**src/rtl/tpsc_pkg.sv**
```systemverilog
// Shared types and constants for the two-point sensor calibration block.
`default_nettype none

package tpsc_pkg;

  localparam int unsigned DivSteps  = 31;  // quotient bits, one per divider cell
  localparam int unsigned RawW      = 16;
  localparam int unsigned DivW      = 16;  // magnitude of raw1 - raw0
  localparam int unsigned BaseW     = 15;  // point0 times scale
  localparam int unsigned ValW      = 24;
  localparam int unsigned CfgIdxW   = 4;
  localparam int unsigned CfgDataW  = 16;
  localparam int unsigned TempShift = 5;   // 256 / 8
  localparam int unsigned HumShift  = 7;   // 256 / 2

  typedef enum logic [CfgIdxW-1:0] {
    RegTempPoint0 = 4'd0,
    RegTempPoint1 = 4'd1,
    RegTempRaw0   = 4'd2,
    RegTempRaw1   = 4'd3,
    RegHumPoint0  = 4'd4,
    RegHumPoint1  = 4'd5,
    RegHumRaw0    = 4'd6,
    RegHumRaw1    = 4'd7
  } reg_idx_e;

  typedef enum logic [1:0] {
    StOk    = 2'd0,
    StSat   = 2'd1,
    StEqual = 2'd2
  } status_e;

  typedef struct packed {
    logic [9:0]  temp_point0_x8;
    logic [9:0]  temp_point1_x8;
    logic [15:0] temp_raw0;
    logic [15:0] temp_raw1;
    logic [7:0]  hum_point0_x2;
    logic [7:0]  hum_point1_x2;
    logic [15:0] hum_raw0;
    logic [15:0] hum_raw1;
  } cal_t;

  // Word that travels down the divider chain. nq holds the numerator bits not
  // yet consumed in its upper part and the quotient bits found so far below.
  typedef struct packed {
    logic             eq;
    logic             neg;
    logic [BaseW-1:0] base;
    logic [DivW-1:0]  div;
    logic [DivW-1:0]  rem;
    logic [DivSteps-1:0] nq;
  } div_word_t;

endpackage

`default_nettype wire

```
**src/rtl/tpsc_in_if.sv**
```systemverilog
// Input channel: mode and raw sample with a valid/ready handshake.
`default_nettype none

interface tpsc_in_if;
  logic               valid;
  logic               ready;
  logic               mode;
  logic signed [15:0] raw_sample;

  modport source (output valid, mode, raw_sample, input ready);
  modport sink   (input valid, mode, raw_sample, output ready);
endinterface

`default_nettype wire

```
**src/rtl/tpsc_out_if.sv**
```systemverilog
// Output channel: calibrated value and status with a valid/ready handshake.
`default_nettype none

interface tpsc_out_if;
  logic               valid;
  logic               ready;
  logic signed [23:0] calibrated_value;
  logic [1:0]         status;

  modport source (output valid, calibrated_value, status, input ready);
  modport sink   (input valid, calibrated_value, status, output ready);
endinterface

`default_nettype wire

```
**src/rtl/tpsc_front.sv**
```systemverilog
// Front end: point selection, differences, magnitudes and the numerator product.
`default_nettype none

module tpsc_front (
  input  wire logic                clk_i,
  input  wire logic                rst_ni,
  input  wire tpsc_pkg::cal_t      cal_i,
  input  wire logic                valid_i,
  output      logic                ready_o,
  input  wire logic                mode_i,
  input  wire logic [15:0]         raw_i,
  output      logic                valid_o,
  input  wire logic                ready_i,
  output      tpsc_pkg::div_word_t word_o
);

  logic [9:0]  p0, p1;
  logic [15:0] r0, r1;
  logic [16:0] diff, ddiv;
  logic [10:0] dp;
  logic [16:0] diff_mag, ddiv_mag;
  logic [10:0] dp_mag;
  logic [tpsc_pkg::BaseW-1:0] base;

  // First stage registers.
  logic        a_valid_q;
  logic        a_eq_q, a_neg_q, a_hum_q;
  logic [tpsc_pkg::BaseW-1:0] a_base_q;
  logic [tpsc_pkg::DivW-1:0]  a_div_q;
  logic [15:0] a_diff_q;
  logic [9:0]  a_dp_q;
  logic        a_ready;

  // Second stage.
  logic        b_valid_q;
  tpsc_pkg::div_word_t b_word_q;
  logic [25:0] prod;
  logic [tpsc_pkg::DivSteps-1:0] num;

  always_comb begin
    if (mode_i) begin
      p0 = {2'b00, cal_i.hum_point0_x2};
      p1 = {2'b00, cal_i.hum_point1_x2};
      r0 = cal_i.hum_raw0;
      r1 = cal_i.hum_raw1;
      base = {p0[7:0], 7'b0};
    end else begin
      p0 = cal_i.temp_point0_x8;
      p1 = cal_i.temp_point1_x8;
      r0 = cal_i.temp_raw0;
      r1 = cal_i.temp_raw1;
      base = {p0, 5'b0};
    end
    diff     = {raw_i[15], raw_i} - {r0[15], r0};
    ddiv     = {r1[15], r1} - {r0[15], r0};
    dp       = {1'b0, p1} - {1'b0, p0};
    diff_mag = diff[16] ? (17'd0 - diff) : diff;
    ddiv_mag = ddiv[16] ? (17'd0 - ddiv) : ddiv;
    dp_mag   = dp[10] ? (11'd0 - dp) : dp;
  end

  assign ready_o = !a_valid_q || a_ready;
  assign a_ready = !b_valid_q || ready_i;

  always_ff @(posedge clk_i or negedge rst_ni) begin
    if (!rst_ni) begin
      a_valid_q <= 1'b0;
    end else if (ready_o) begin
      a_valid_q <= valid_i;
    end
  end

  always_ff @(posedge clk_i) begin
    if (ready_o && valid_i) begin
      a_eq_q   <= (ddiv == 17'd0);
      a_neg_q  <= diff[16] ^ dp[10] ^ ddiv[16];
      a_hum_q  <= mode_i;
      a_base_q <= base;
      a_div_q  <= ddiv_mag[15:0];
      a_diff_q <= diff_mag[15:0];
      a_dp_q   <= dp_mag[9:0];
    end
  end

  // Humidity differences fit in eight bits, so the product fits in 24 bits.
  assign prod = a_diff_q * a_dp_q;
  assign num  = a_hum_q ? {prod[23:0], 7'b0} : {prod, 5'b0};

  always_ff @(posedge clk_i or negedge rst_ni) begin
    if (!rst_ni) begin
      b_valid_q <= 1'b0;
    end else if (a_ready) begin
      b_valid_q <= a_valid_q;
    end
  end

  always_ff @(posedge clk_i) begin
    if (a_ready && a_valid_q) begin
      b_word_q.eq   <= a_eq_q;
      b_word_q.neg  <= a_neg_q;
      b_word_q.base <= a_base_q;
      b_word_q.div  <= a_div_q;
      b_word_q.rem  <= '0;
      b_word_q.nq   <= num;
    end
  end

  assign valid_o = b_valid_q;
  assign word_o  = b_word_q;

endmodule

`default_nettype wire

```
**src/rtl/tpsc_div_cell.sv**
```systemverilog
// One restoring-division cell: finds one quotient bit and registers the word.
`default_nettype none

module tpsc_div_cell (
  input  wire logic                clk_i,
  input  wire logic                rst_ni,
  input  wire logic                valid_i,
  output      logic                ready_o,
  input  wire tpsc_pkg::div_word_t word_i,
  output      logic                valid_o,
  input  wire logic                ready_i,
  output      tpsc_pkg::div_word_t word_o
);

  logic                valid_q;
  tpsc_pkg::div_word_t word_q, word_d;
  logic [16:0]         rem_sh;
  logic [17:0]         trial;
  logic                ge;

  always_comb begin
    rem_sh = {word_i.rem, word_i.nq[tpsc_pkg::DivSteps-1]};
    trial  = {1'b0, rem_sh} - {2'b00, word_i.div};
    ge     = !trial[17];
    word_d = word_i;
    // The kept remainder is below the divisor, so it fits in sixteen bits.
    word_d.rem = ge ? trial[15:0] : rem_sh[15:0];
    word_d.nq  = {word_i.nq[tpsc_pkg::DivSteps-2:0], ge};
  end

  assign ready_o = !valid_q || ready_i;

  always_ff @(posedge clk_i or negedge rst_ni) begin
    if (!rst_ni) begin
      valid_q <= 1'b0;
    end else if (ready_o) begin
      valid_q <= valid_i;
    end
  end

  always_ff @(posedge clk_i) begin
    if (ready_o && valid_i) begin
      word_q <= word_d;
    end
  end

  assign valid_o = valid_q;
  assign word_o  = word_q;

endmodule

`default_nettype wire

```
**src/rtl/tpsc_back.sv**
```systemverilog
// Back end: quotient sign, base offset, 24-bit saturation and output register.
`default_nettype none

module tpsc_back (
  input  wire logic                clk_i,
  input  wire logic                rst_ni,
  input  wire logic                valid_i,
  output      logic                ready_o,
  input  wire tpsc_pkg::div_word_t word_i,
  tpsc_out_if.source               out_o
);

  logic                valid_q;
  logic [23:0]         val_q, val_d;
  tpsc_pkg::status_e   st_q, st_d;
  logic [32:0]         sq, sum;

  always_comb begin
    sq  = word_i.neg ? (33'd0 - {2'b00, word_i.nq}) : {2'b00, word_i.nq};
    sum = sq + {18'd0, word_i.base};
    if (word_i.eq) begin
      val_d = '0;
      st_d  = tpsc_pkg::StEqual;
    end else if (!sum[32] && (sum[31:23] != 9'd0)) begin
      val_d = 24'h7FFFFF;
      st_d  = tpsc_pkg::StSat;
    end else if (sum[32] && (sum[31:23] != 9'h1FF)) begin
      val_d = 24'h800000;
      st_d  = tpsc_pkg::StSat;
    end else begin
      val_d = sum[23:0];
      st_d  = tpsc_pkg::StOk;
    end
  end

  assign ready_o = !valid_q || out_o.ready;

  always_ff @(posedge clk_i or negedge rst_ni) begin
    if (!rst_ni) begin
      valid_q <= 1'b0;
    end else if (ready_o) begin
      valid_q <= valid_i;
    end
  end

  always_ff @(posedge clk_i) begin
    if (ready_o && valid_i) begin
      val_q <= val_d;
      st_q  <= st_d;
    end
  end

  assign out_o.valid            = valid_q;
  assign out_o.calibrated_value = val_q;
  assign out_o.status           = st_q;

endmodule

`default_nettype wire

```
**src/rtl/two_point_sensor_calibration.sv**
```systemverilog
// Two-point linear calibration of raw temperature and humidity samples.
// A raw sample is turned into a value in 1/256 units by interpolating between the
// two calibration points of the chosen mode; the quotient truncates toward zero and
// results beyond 24 bits clamp with a saturated status. The block takes one word
// per clock while the output is not stalled: two front stages form the differences
// and the numerator product, a row of 31 divider cells finds one quotient bit each,
// and one output stage adds the base, saturates and registers the result.
// Every stage holds its word under backpressure and closes up empty slots, so a
// stalled output only blocks the input once the whole chain is full.
`default_nettype none

module two_point_sensor_calibration (
  input  wire logic                          clk_i,
  input  wire logic                          rst_ni,
  input  wire logic                          cfg_we_i,
  input  wire logic [tpsc_pkg::CfgIdxW-1:0]  cfg_idx_i,
  input  wire logic [tpsc_pkg::CfgDataW-1:0] cfg_data_i,
  tpsc_in_if.sink                            in_i,
  tpsc_out_if.source                         out_o
);

  tpsc_pkg::cal_t      cal_q;
  tpsc_pkg::div_word_t word [tpsc_pkg::DivSteps+1];
  logic                valid [tpsc_pkg::DivSteps+1];
  logic                ready [tpsc_pkg::DivSteps+1];

  always_ff @(posedge clk_i or negedge rst_ni) begin
    if (!rst_ni) begin
      cal_q <= '0;
    end else if (cfg_we_i) begin
      case (tpsc_pkg::reg_idx_e'(cfg_idx_i))
        tpsc_pkg::RegTempPoint0: cal_q.temp_point0_x8 <= cfg_data_i[9:0];
        tpsc_pkg::RegTempPoint1: cal_q.temp_point1_x8 <= cfg_data_i[9:0];
        tpsc_pkg::RegTempRaw0:   cal_q.temp_raw0      <= cfg_data_i;
        tpsc_pkg::RegTempRaw1:   cal_q.temp_raw1      <= cfg_data_i;
        tpsc_pkg::RegHumPoint0:  cal_q.hum_point0_x2  <= cfg_data_i[7:0];
        tpsc_pkg::RegHumPoint1:  cal_q.hum_point1_x2  <= cfg_data_i[7:0];
        tpsc_pkg::RegHumRaw0:    cal_q.hum_raw0       <= cfg_data_i;
        tpsc_pkg::RegHumRaw1:    cal_q.hum_raw1       <= cfg_data_i;
        default: ;
      endcase
    end
  end

  tpsc_front u_front (
    .clk_i   (clk_i),
    .rst_ni  (rst_ni),
    .cal_i   (cal_q),
    .valid_i (in_i.valid),
    .ready_o (in_i.ready),
    .mode_i  (in_i.mode),
    .raw_i   (in_i.raw_sample),
    .valid_o (valid[0]),
    .ready_i (ready[0]),
    .word_o  (word[0])
  );

  for (genvar c = 0; c < tpsc_pkg::DivSteps; c++) begin : g_cell
    tpsc_div_cell u_cell (
      .clk_i   (clk_i),
      .rst_ni  (rst_ni),
      .valid_i (valid[c]),
      .ready_o (ready[c]),
      .word_i  (word[c]),
      .valid_o (valid[c+1]),
      .ready_i (ready[c+1]),
      .word_o  (word[c+1])
    );
  end

  tpsc_back u_back (
    .clk_i   (clk_i),
    .rst_ni  (rst_ni),
    .valid_i (valid[tpsc_pkg::DivSteps]),
    .ready_o (ready[tpsc_pkg::DivSteps]),
    .word_i  (word[tpsc_pkg::DivSteps]),
    .out_o   (out_o)
  );

endmodule

`default_nettype wire

```
**src/flat_wrapper.sv**
```systemverilog
// flat-port wrapper written by rule: the top's interface ports become plain ports
module two_point_sensor_calibration_flat 
  (clk_i, rst_ni, cfg_we_i, cfg_idx_i, cfg_data_i, in_i_valid, in_i_mode, in_i_raw_sample, in_i_ready, out_o_valid, out_o_calibrated_value, out_o_status, out_o_ready);
  tpsc_in_if in_i_i ();
  tpsc_out_if out_o_i ();
  input  wire logic clk_i;
  input  wire logic rst_ni;
  input  wire logic cfg_we_i;
  input  wire logic [tpsc_pkg::CfgIdxW-1:0] cfg_idx_i;
  input  wire logic [tpsc_pkg::CfgDataW-1:0] cfg_data_i;
  input wire logic [$bits(in_i_i.valid)-1:0] in_i_valid;
  input wire logic [$bits(in_i_i.mode)-1:0] in_i_mode;
  input wire logic [$bits(in_i_i.raw_sample)-1:0] in_i_raw_sample;
  output wire logic [$bits(in_i_i.ready)-1:0] in_i_ready;
  output wire logic [$bits(out_o_i.valid)-1:0] out_o_valid;
  output wire logic [$bits(out_o_i.calibrated_value)-1:0] out_o_calibrated_value;
  output wire logic [$bits(out_o_i.status)-1:0] out_o_status;
  input wire logic [$bits(out_o_i.ready)-1:0] out_o_ready;
  assign in_i_i.valid = in_i_valid;
  assign in_i_i.mode = in_i_mode;
  assign in_i_i.raw_sample = in_i_raw_sample;
  assign in_i_ready = in_i_i.ready;
  assign out_o_valid = out_o_i.valid;
  assign out_o_calibrated_value = out_o_i.calibrated_value;
  assign out_o_status = out_o_i.status;
  assign out_o_i.ready = out_o_ready;
  two_point_sensor_calibration u_core (.clk_i(clk_i), .rst_ni(rst_ni), .cfg_we_i(cfg_we_i), .cfg_idx_i(cfg_idx_i), .cfg_data_i(cfg_data_i), .in_i(in_i_i), .out_o(out_o_i));
endmodule
```
**config.mk**
```make
export PLATFORM = sky130hd
export DESIGN_NAME = two_point_sensor_calibration_flat
export DESIGN_NICKNAME = d
export VERILOG_FILES = /design/src/rtl/tpsc_pkg.sv /design/src/rtl/tpsc_in_if.sv /design/src/rtl/tpsc_out_if.sv /design/src/rtl/tpsc_front.sv /design/src/rtl/tpsc_div_cell.sv /design/src/rtl/tpsc_back.sv /design/src/rtl/two_point_sensor_calibration.sv /design/src/flat_wrapper.sv
export SDC_FILE = /design/constraint.sdc
export NUM_CORES = 2
export LEC_CHECK = 0
export BUFFER_PORTS_ARGS = -buffer_cell sky130_fd_sc_hd__buf_2
export CORE_MARGIN = 5
export CORE_UTILIZATION = 60
export DETAILED_ROUTE_END_ITERATION = 7
export PLACE_DENSITY = 0.76
export SYNTH_ARGS = -nofsm -noshare
export SYNTH_HDL_FRONTEND = slang
export SYNTH_SLANG_ARGS = --single-unit
```
**constraint.sdc**
```tcl
create_clock -name clk_i -period 8.1 [get_ports clk_i]
set_input_delay 0.81 -clock clk_i [delete_from_list [all_inputs] [get_ports clk_i]]
set_output_delay 0.81 -clock clk_i [all_outputs]
set_load 0.01 [all_outputs]
```
### After elaboration in Yosys (flattened, before gate mapping)

Cells that the tools add are included.

| storage, ports and cells | value |
|---|---|
| register bits | 2,732 |
| input bits | 42 |
| output and inout port bits | 28 |

| operators by class | value |
|---|---|
| add/subtract/negate cells | 39 |
| multipliers | 1 |
| eq/ne operators | 8 |
| mux-type cells | 44 |
| bitwise gates (word level) | 2 |
| reductions and logical operators | 148 |

Operators by type and width:

| operator | number |
|---|---|
| 17-bit by 16-bit subtractor with 18-bit output | 30 |
| 16-bit two-way mux | 33 |
| 1-bit zero test | 66 |
| 1-bit logical AND | 36 |
| 1-bit logical OR | 34 |
| 16-bit by 16-bit subtractor with 17-bit output | 2 |
| 33-bit by 15-bit adder with 33-bit output | 1 |
| 33-bit two-way mux | 1 |
| 1-bit by 16-bit subtractor with 16-bit output, first input constant | 2 |
| 1-bit by 31-bit subtractor with 32-bit output, first input constant | 1 |
| 31-bit two-way mux | 1 |
| 10-bit two-way mux | 3 |
| 16-bit by 10-bit multiplier with 26-bit output | 1 |
| 24-bit two-way mux | 1 |
| 23-bit two-way mux | 1 |
| 17-bit zero test | 1 |
| 1-bit by 16-bit subtractor with 17-bit output | 1 |
| 4-bit by 3-bit equality test with 1-bit output, second input constant | 4 |
| 2-bit AND reduction | 8 |
| 15-bit two-way mux | 1 |
| 10-bit by 10-bit subtractor with 11-bit output | 1 |
| 1-bit by 10-bit subtractor with 10-bit output, first input constant | 1 |
| 9-bit != test, second input constant | 1 |
| 9-bit nonzero test | 1 |
| 6 further kinds | 10 |

### Depth between registers and ports, before layout

| depth | value |
|---|---|
| depth after elaboration | 36 |
| mapped depth | 22 |

### Hierarchy

Synthesis repeated with hierarchy kept, for this count alone.

| second synthesis, totals | value |
|---|---|
| cell total of the unflattened synthesis | 8,739 |
| area total of the unflattened synthesis | 128,623.4 sq um |

By module, submodules not included:

| module | times used | cells an instance | area each (sq um) | sequential area each (sq um) |
|---|---|---|---|---|
| tpsc_div_cell at u_core.g_cell[0].u_cell ... | 18 | 209 | 3,454.6 | 2,427.3 |
| tpsc_div_cell at u_core.g_cell[11].u_cell ... | 8 | 245 | 3,634.7 | 2,427.3 |
| tpsc_div_cell at u_core.g_cell[6].u_cell ... | 4 | 235 | 3,575.9 | 2,427.3 |
| tpsc_front | 1 | 1,270 | 12,416.9 | 3,323.2 |
| two_point_sensor_calibration | 1 | 220 | 3,878.7 | 2,502.4 |
| tpsc_div_cell at u_core.g_cell[19].u_cell | 1 | 241 | 3,607.2 | 2,427.3 |
| tpsc_back | 1 | 346 | 3,156.8 | 805.8 |

### Worst setup path before layout

No wires, ideal clock.

| path | value |
|---|---|
| kind | input to register |
| from | in out_o_ready |
| to | reg u_core.g_cell[17].u_cell.word_q (netlist bit u_core.g_cell[17].u_cell.word_o[0]), enable pin |
| arrival time | 6.906 ns |
| setup slack | 0.589 ns |
| stages on the path | 7 |
| cell sequence | nand4b_1 -> inv_1 -> and3_1 -> and3_1 -> and2_1 -> and3_1 -> a21boi_0 |

| between the ends | value |
|---|---|
| word-level cells in the longest chain between the ends | 16 |

Ends and longest elaborated chain:

| element | line | source |
|---|---|---|
| start, declared | flat_wrapper.sv:18 | `input wire logic [$bits(out_o_i.ready)-1:0] out_o_ready;` |
| 1-bit logical OR | tpsc_back.sv:36 | `assign ready_o = !valid_q \|\| out_o.ready;` |
| 1-bit logical OR (14 in series) | tpsc_div_cell.sv:31 | `assign ready_o = !valid_q \|\| ready_i;` |
| 1-bit logical AND | tpsc_div_cell.sv:42 | `if (ready_o && valid_i) begin` |
| end signal, assigned | tpsc_div_cell.sv:43 | `word_q <= word_d;` |
| end, declared | tpsc_div_cell.sv:16 | `tpsc_pkg::div_word_t word_q, word_d;` |

Every way passes these cells.
A chain may end at the register's enable or synchronous reset.

### Worst setup path after layout

| path | value |
|---|---|
| from | reg u_core.u_front.a_dp_q[1] |
| to | reg u_core.u_front.b_word_q (netlist bit u_core.u_front.word_o[29]) (data pin) |

| between the ends | value |
|---|---|
| word-level cells in the longest chain between the ends | 2 |

Ends and longest elaborated chain:

| element | line | source |
|---|---|---|
| start, declared | tpsc_front.sv:31 | `logic [9:0] a_dp_q;` |
| start signal, assigned | tpsc_front.sv:81 | `a_dp_q <= dp_mag[9:0];` |
| 16-bit by 10-bit multiplier with 26-bit output | tpsc_front.sv:86 | `assign prod = a_diff_q * a_dp_q;` |
| 31-bit two-way mux | tpsc_front.sv:87 | `assign num = a_hum_q ? {prod[23:0], 7'b0} : {prod, 5'b0};` |
| via u_core.u_front.num, one bit | tpsc_front.sv:38 | `logic [tpsc_pkg::DivSteps-1:0] num;` |
| end, declared | tpsc_front.sv:36 | `tpsc_pkg::div_word_t b_word_q;` |

The timed path passes the listed nets, and every way through them passes these cells.

==> results.yml <==
finish:
  n_antenna_cell: 0
  drive_above_1_share_pct: 13.6
  area.growth.synth_to_final_pct: 10.3
  final_cell_mix: "edfxtp_1, inv_1, ha_1"
  design_area_um2: 123000
  final_nets: 8748
  instances_no_fill: 10700
  layout.cells.most_common: "edfxtp_1"
  fillers: 12600
die:
  core_area_um2: 185000
  die_w_um: 441
  rows: 158
  io_pins: 70
  initial_core_util_pct: 60.2
  die_area_um2: 194000
  chipHeight_um: 441
logic_synthesis:
  synth-edff-count: 2288
  synth_area_um2: 111000
  ys_seq_area_share_pct: 64.7
  synth-seq-cells: 2422
  synth_area_per_cell_um2: 14.4
  synth.distinct_cells: 84
  synth_flop_cell: "edfxtp_1"
  synthCells: 7748
  synth_async_sr_flop_share_pct: 5.53
  ys_warn_count: 0
critical_path:
  cp_slowest_cell: "edfxtp_1"
  cp_cell_sequence: "nand2_1 -> fa_1 -> inv_1 -> fa_1 -> inv_1 -> fa_1 -> inv_1 -> fa_1 -> fa_1 -> ha_1 -> a21o_1 -> a21o_1 -> a21o_1 -> a31o_2 -> a21o_1 -> o41a_1 -> a21o_1 -> o21ai_0 -> a22oi_1 -> and3_1"
  endpoint_kind: "flop"
  crit_required_ns: 8.70
  critPathMaxStageDelay_ns: 0.88
  worstPathArrival_ns: 7.07
  crit_buf_inv: 3
  cp_max_fo: 16
  cp_top_family: "adder cells"
  criticalPathCategory: "reg2reg"
  crit_path_start_kind: "flop"
  r2r_start: "u_core.u_front.a_dp_q[1]"
  startpoint: "u_core.u_front.a_dp_q[1]"
clock_tree:
  hold_buffers: 1
  cts_max_path_buffers: 3
  insertion_delay_ns: 0.87
  clkSinkCount: 2422
  h-tree-depth: 4
  path_clk_slew_ns: 0.06
  cts_tree: "yes"
  cts_buffers: 234
  cts-root-buf: "clkbuf_16"
  cts_setup_buffers: 0
  post_cts_resized: 0
route:
  routed_via_density: 5.73
  wl_um: 214000
  wl_per_cell_um: 20.1
  drtIter0Drc: 3206
  vias: 61000
  post-route-drc-count: 0
  drt-pass1-iter-count: 8
  ant_nets: 0
job:
  drv_cap: 0
global_route:
  grt_pass1_vias: 65600
  antenna_found_initial: 2
  grt.overflow.total: 0
  grt_max_degree: 81
  grt_pass1_wl_um: 341000
  grt.total_usage_pct: 22.2
timing:
  final_max_slew_viol_count: 0
  layout_setup_ws_ns: 1.63
  slew_headroom_pct: 19.4
  fin_crit_sh_pct: 79.9
  hold_viol: 0
  setup_viol: 0
  fmax_mhz: 155
  worst_slew_pin_slew_ns: 1.19
  rsz0062_at_grt: "no"
  fin_tns_setup_ns: 0
  min_period_ns: 6.47
  fin_worst_skew_ns: 0.0336
hold_path:
  hold_path.class: "in2reg"
  worstHoldStart: "cfg_data_i[15]"
placement:
  gp_congestion: 0.871
  pre_cts_ws_ns: 1.61
  dp_cells: 10200
  placed_area_um2: 115000
  place_hpwl_um: 155000
  port_buffers: 69
status:
  status: "complete, no violations"
==> through the flow <==
stage / hold slack, ns / util, %
floorplan: 0.400 / -
global route: 0.164 / 66.4
finish: 0.222 / 66.4
global placement: 0.400 / 62.0
CTS: 0.141 / 66.4
detailed placement: 0.405 / 62.0
==> final cells by class <==
type,instances,area [um^2],area share [%]
Sequential cell,2422,72100,58.7
Clock inverter,162,1870,1.52
Multi-Input combinational cell,4433,36100,29.4
Tap cell,2480,3100,2.53
Timing Repair Buffer,112,677,0.551
Inverter,766,2880,2.34
Clock buffer,276,6120,4.98
==> cells in the mapped netlist (34+ instances only) <==
| library cell | count | area [um^2] |
|---|---|---|
| edfxtp_1 | 2288 | 68700 |
| inv_1 | 766 | 2880 |
| ha_1 | 594 | 7430 |
| mux2_2 | 500 | 5630 |
| nand2_1 | 370 | 1390 |
| xnor2_1 | 355 | 3110 |
| nor2_1 | 319 | 1200 |
| a21oi_1 | 265 | 1330 |
| nor3_1 | 231 | 1160 |
| o21ai_0 | 209 | 1050 |
| nor2b_1 | 145 | 907 |
| fa_1 | 143 | 2860 |
| dfrtp_1 | 134 | 3350 |
| and2_1 | 125 | 782 |
| nand3_1 | 112 | 561 |
| a21o_1 | 105 | 788 |
| xor2_1 | 98 | 858 |
| or3_1 | 97 | 607 |
| clkbuf_1 | 93 | 349 |
| mux2i_1 | 77 | 771 |
| nand2b_1 | 71 | 444 |
| a211oi_1 | 64 | 480 |
| a31o_2 | 57 | 499 |
| a2111oi_0 | 55 | 482 |
| o21a_1 | 49 | 368 |
| o41ai_1 | 37 | 324 |
| a21boi_0 | 35 | 263 |
| buf_1 | 34 | 128 |
==> sequential cells by signal, summed over array words and instances (netlist names), 10 cells and up <==
signal                                cells
u_core.cal_q                            100
u_core.u_front.a_div_q                   16
u_core.u_front.a_base_q                  10
u_core.g_cell.u_cell.word_o            2153
u_core.u_back.out_o.calibrated_value     24
u_core.u_front.a_dp_q                    10
u_core.u_front.a_diff_q                  16
u_core.g_cell.u_cell.valid_o             31
u_core.u_front.word_o                    54
==> final timing paths <==
| path | to | slack (ns) | cells past startpoint |
|---|---|---|---|
| min reg2reg | u_core.g_cell[3].u_cell.word_o[19] | 0.40 | 0 |
| max reg2reg | u_core.u_front.word_o[29] | 1.63 | 20 |
| min in group asynchronous | u_core.cal_q[9] | 0.59 | 2 |
| max | u_core.u_front.word_o[29] | 1.63 | 20 |
| max in group asynchronous | u_core.u_back.out_o.valid | 6.17 | 3 |
| min | u_core.cal_q[63] | 0.22 | 2 |
==> routing by layer <==
metal	up-vias	wire, um	GRT usage (%)
li1	29000	-	-
met1	30400	71300	21.2
met2	1137	126000	46.0
met3	477	6270	2.94
met4	0	9700	9.97
met5	-	0	0
==> cell families (layout without fill, tap and decap cells) <==
group	count (synthesis)	in the layout	synth area share, %
multiplexers	577	577	5.75
AND/OR/NAND/NOR	1573	1573	6.99
other	1	7	0.00337
buffers and inverters	899	1316	3.06
AO/OA/AOI/OAI	1085	1085	6.66
flip-flops	2422	2422	64.7
XOR/XNOR	454	454	3.58
adder cells (fa/ha/maj)	737	737	9.25
Power is left out: the tool's default activity adds up to more than one toggle a clock period on the data nets, which glitch-free logic cannot reach.
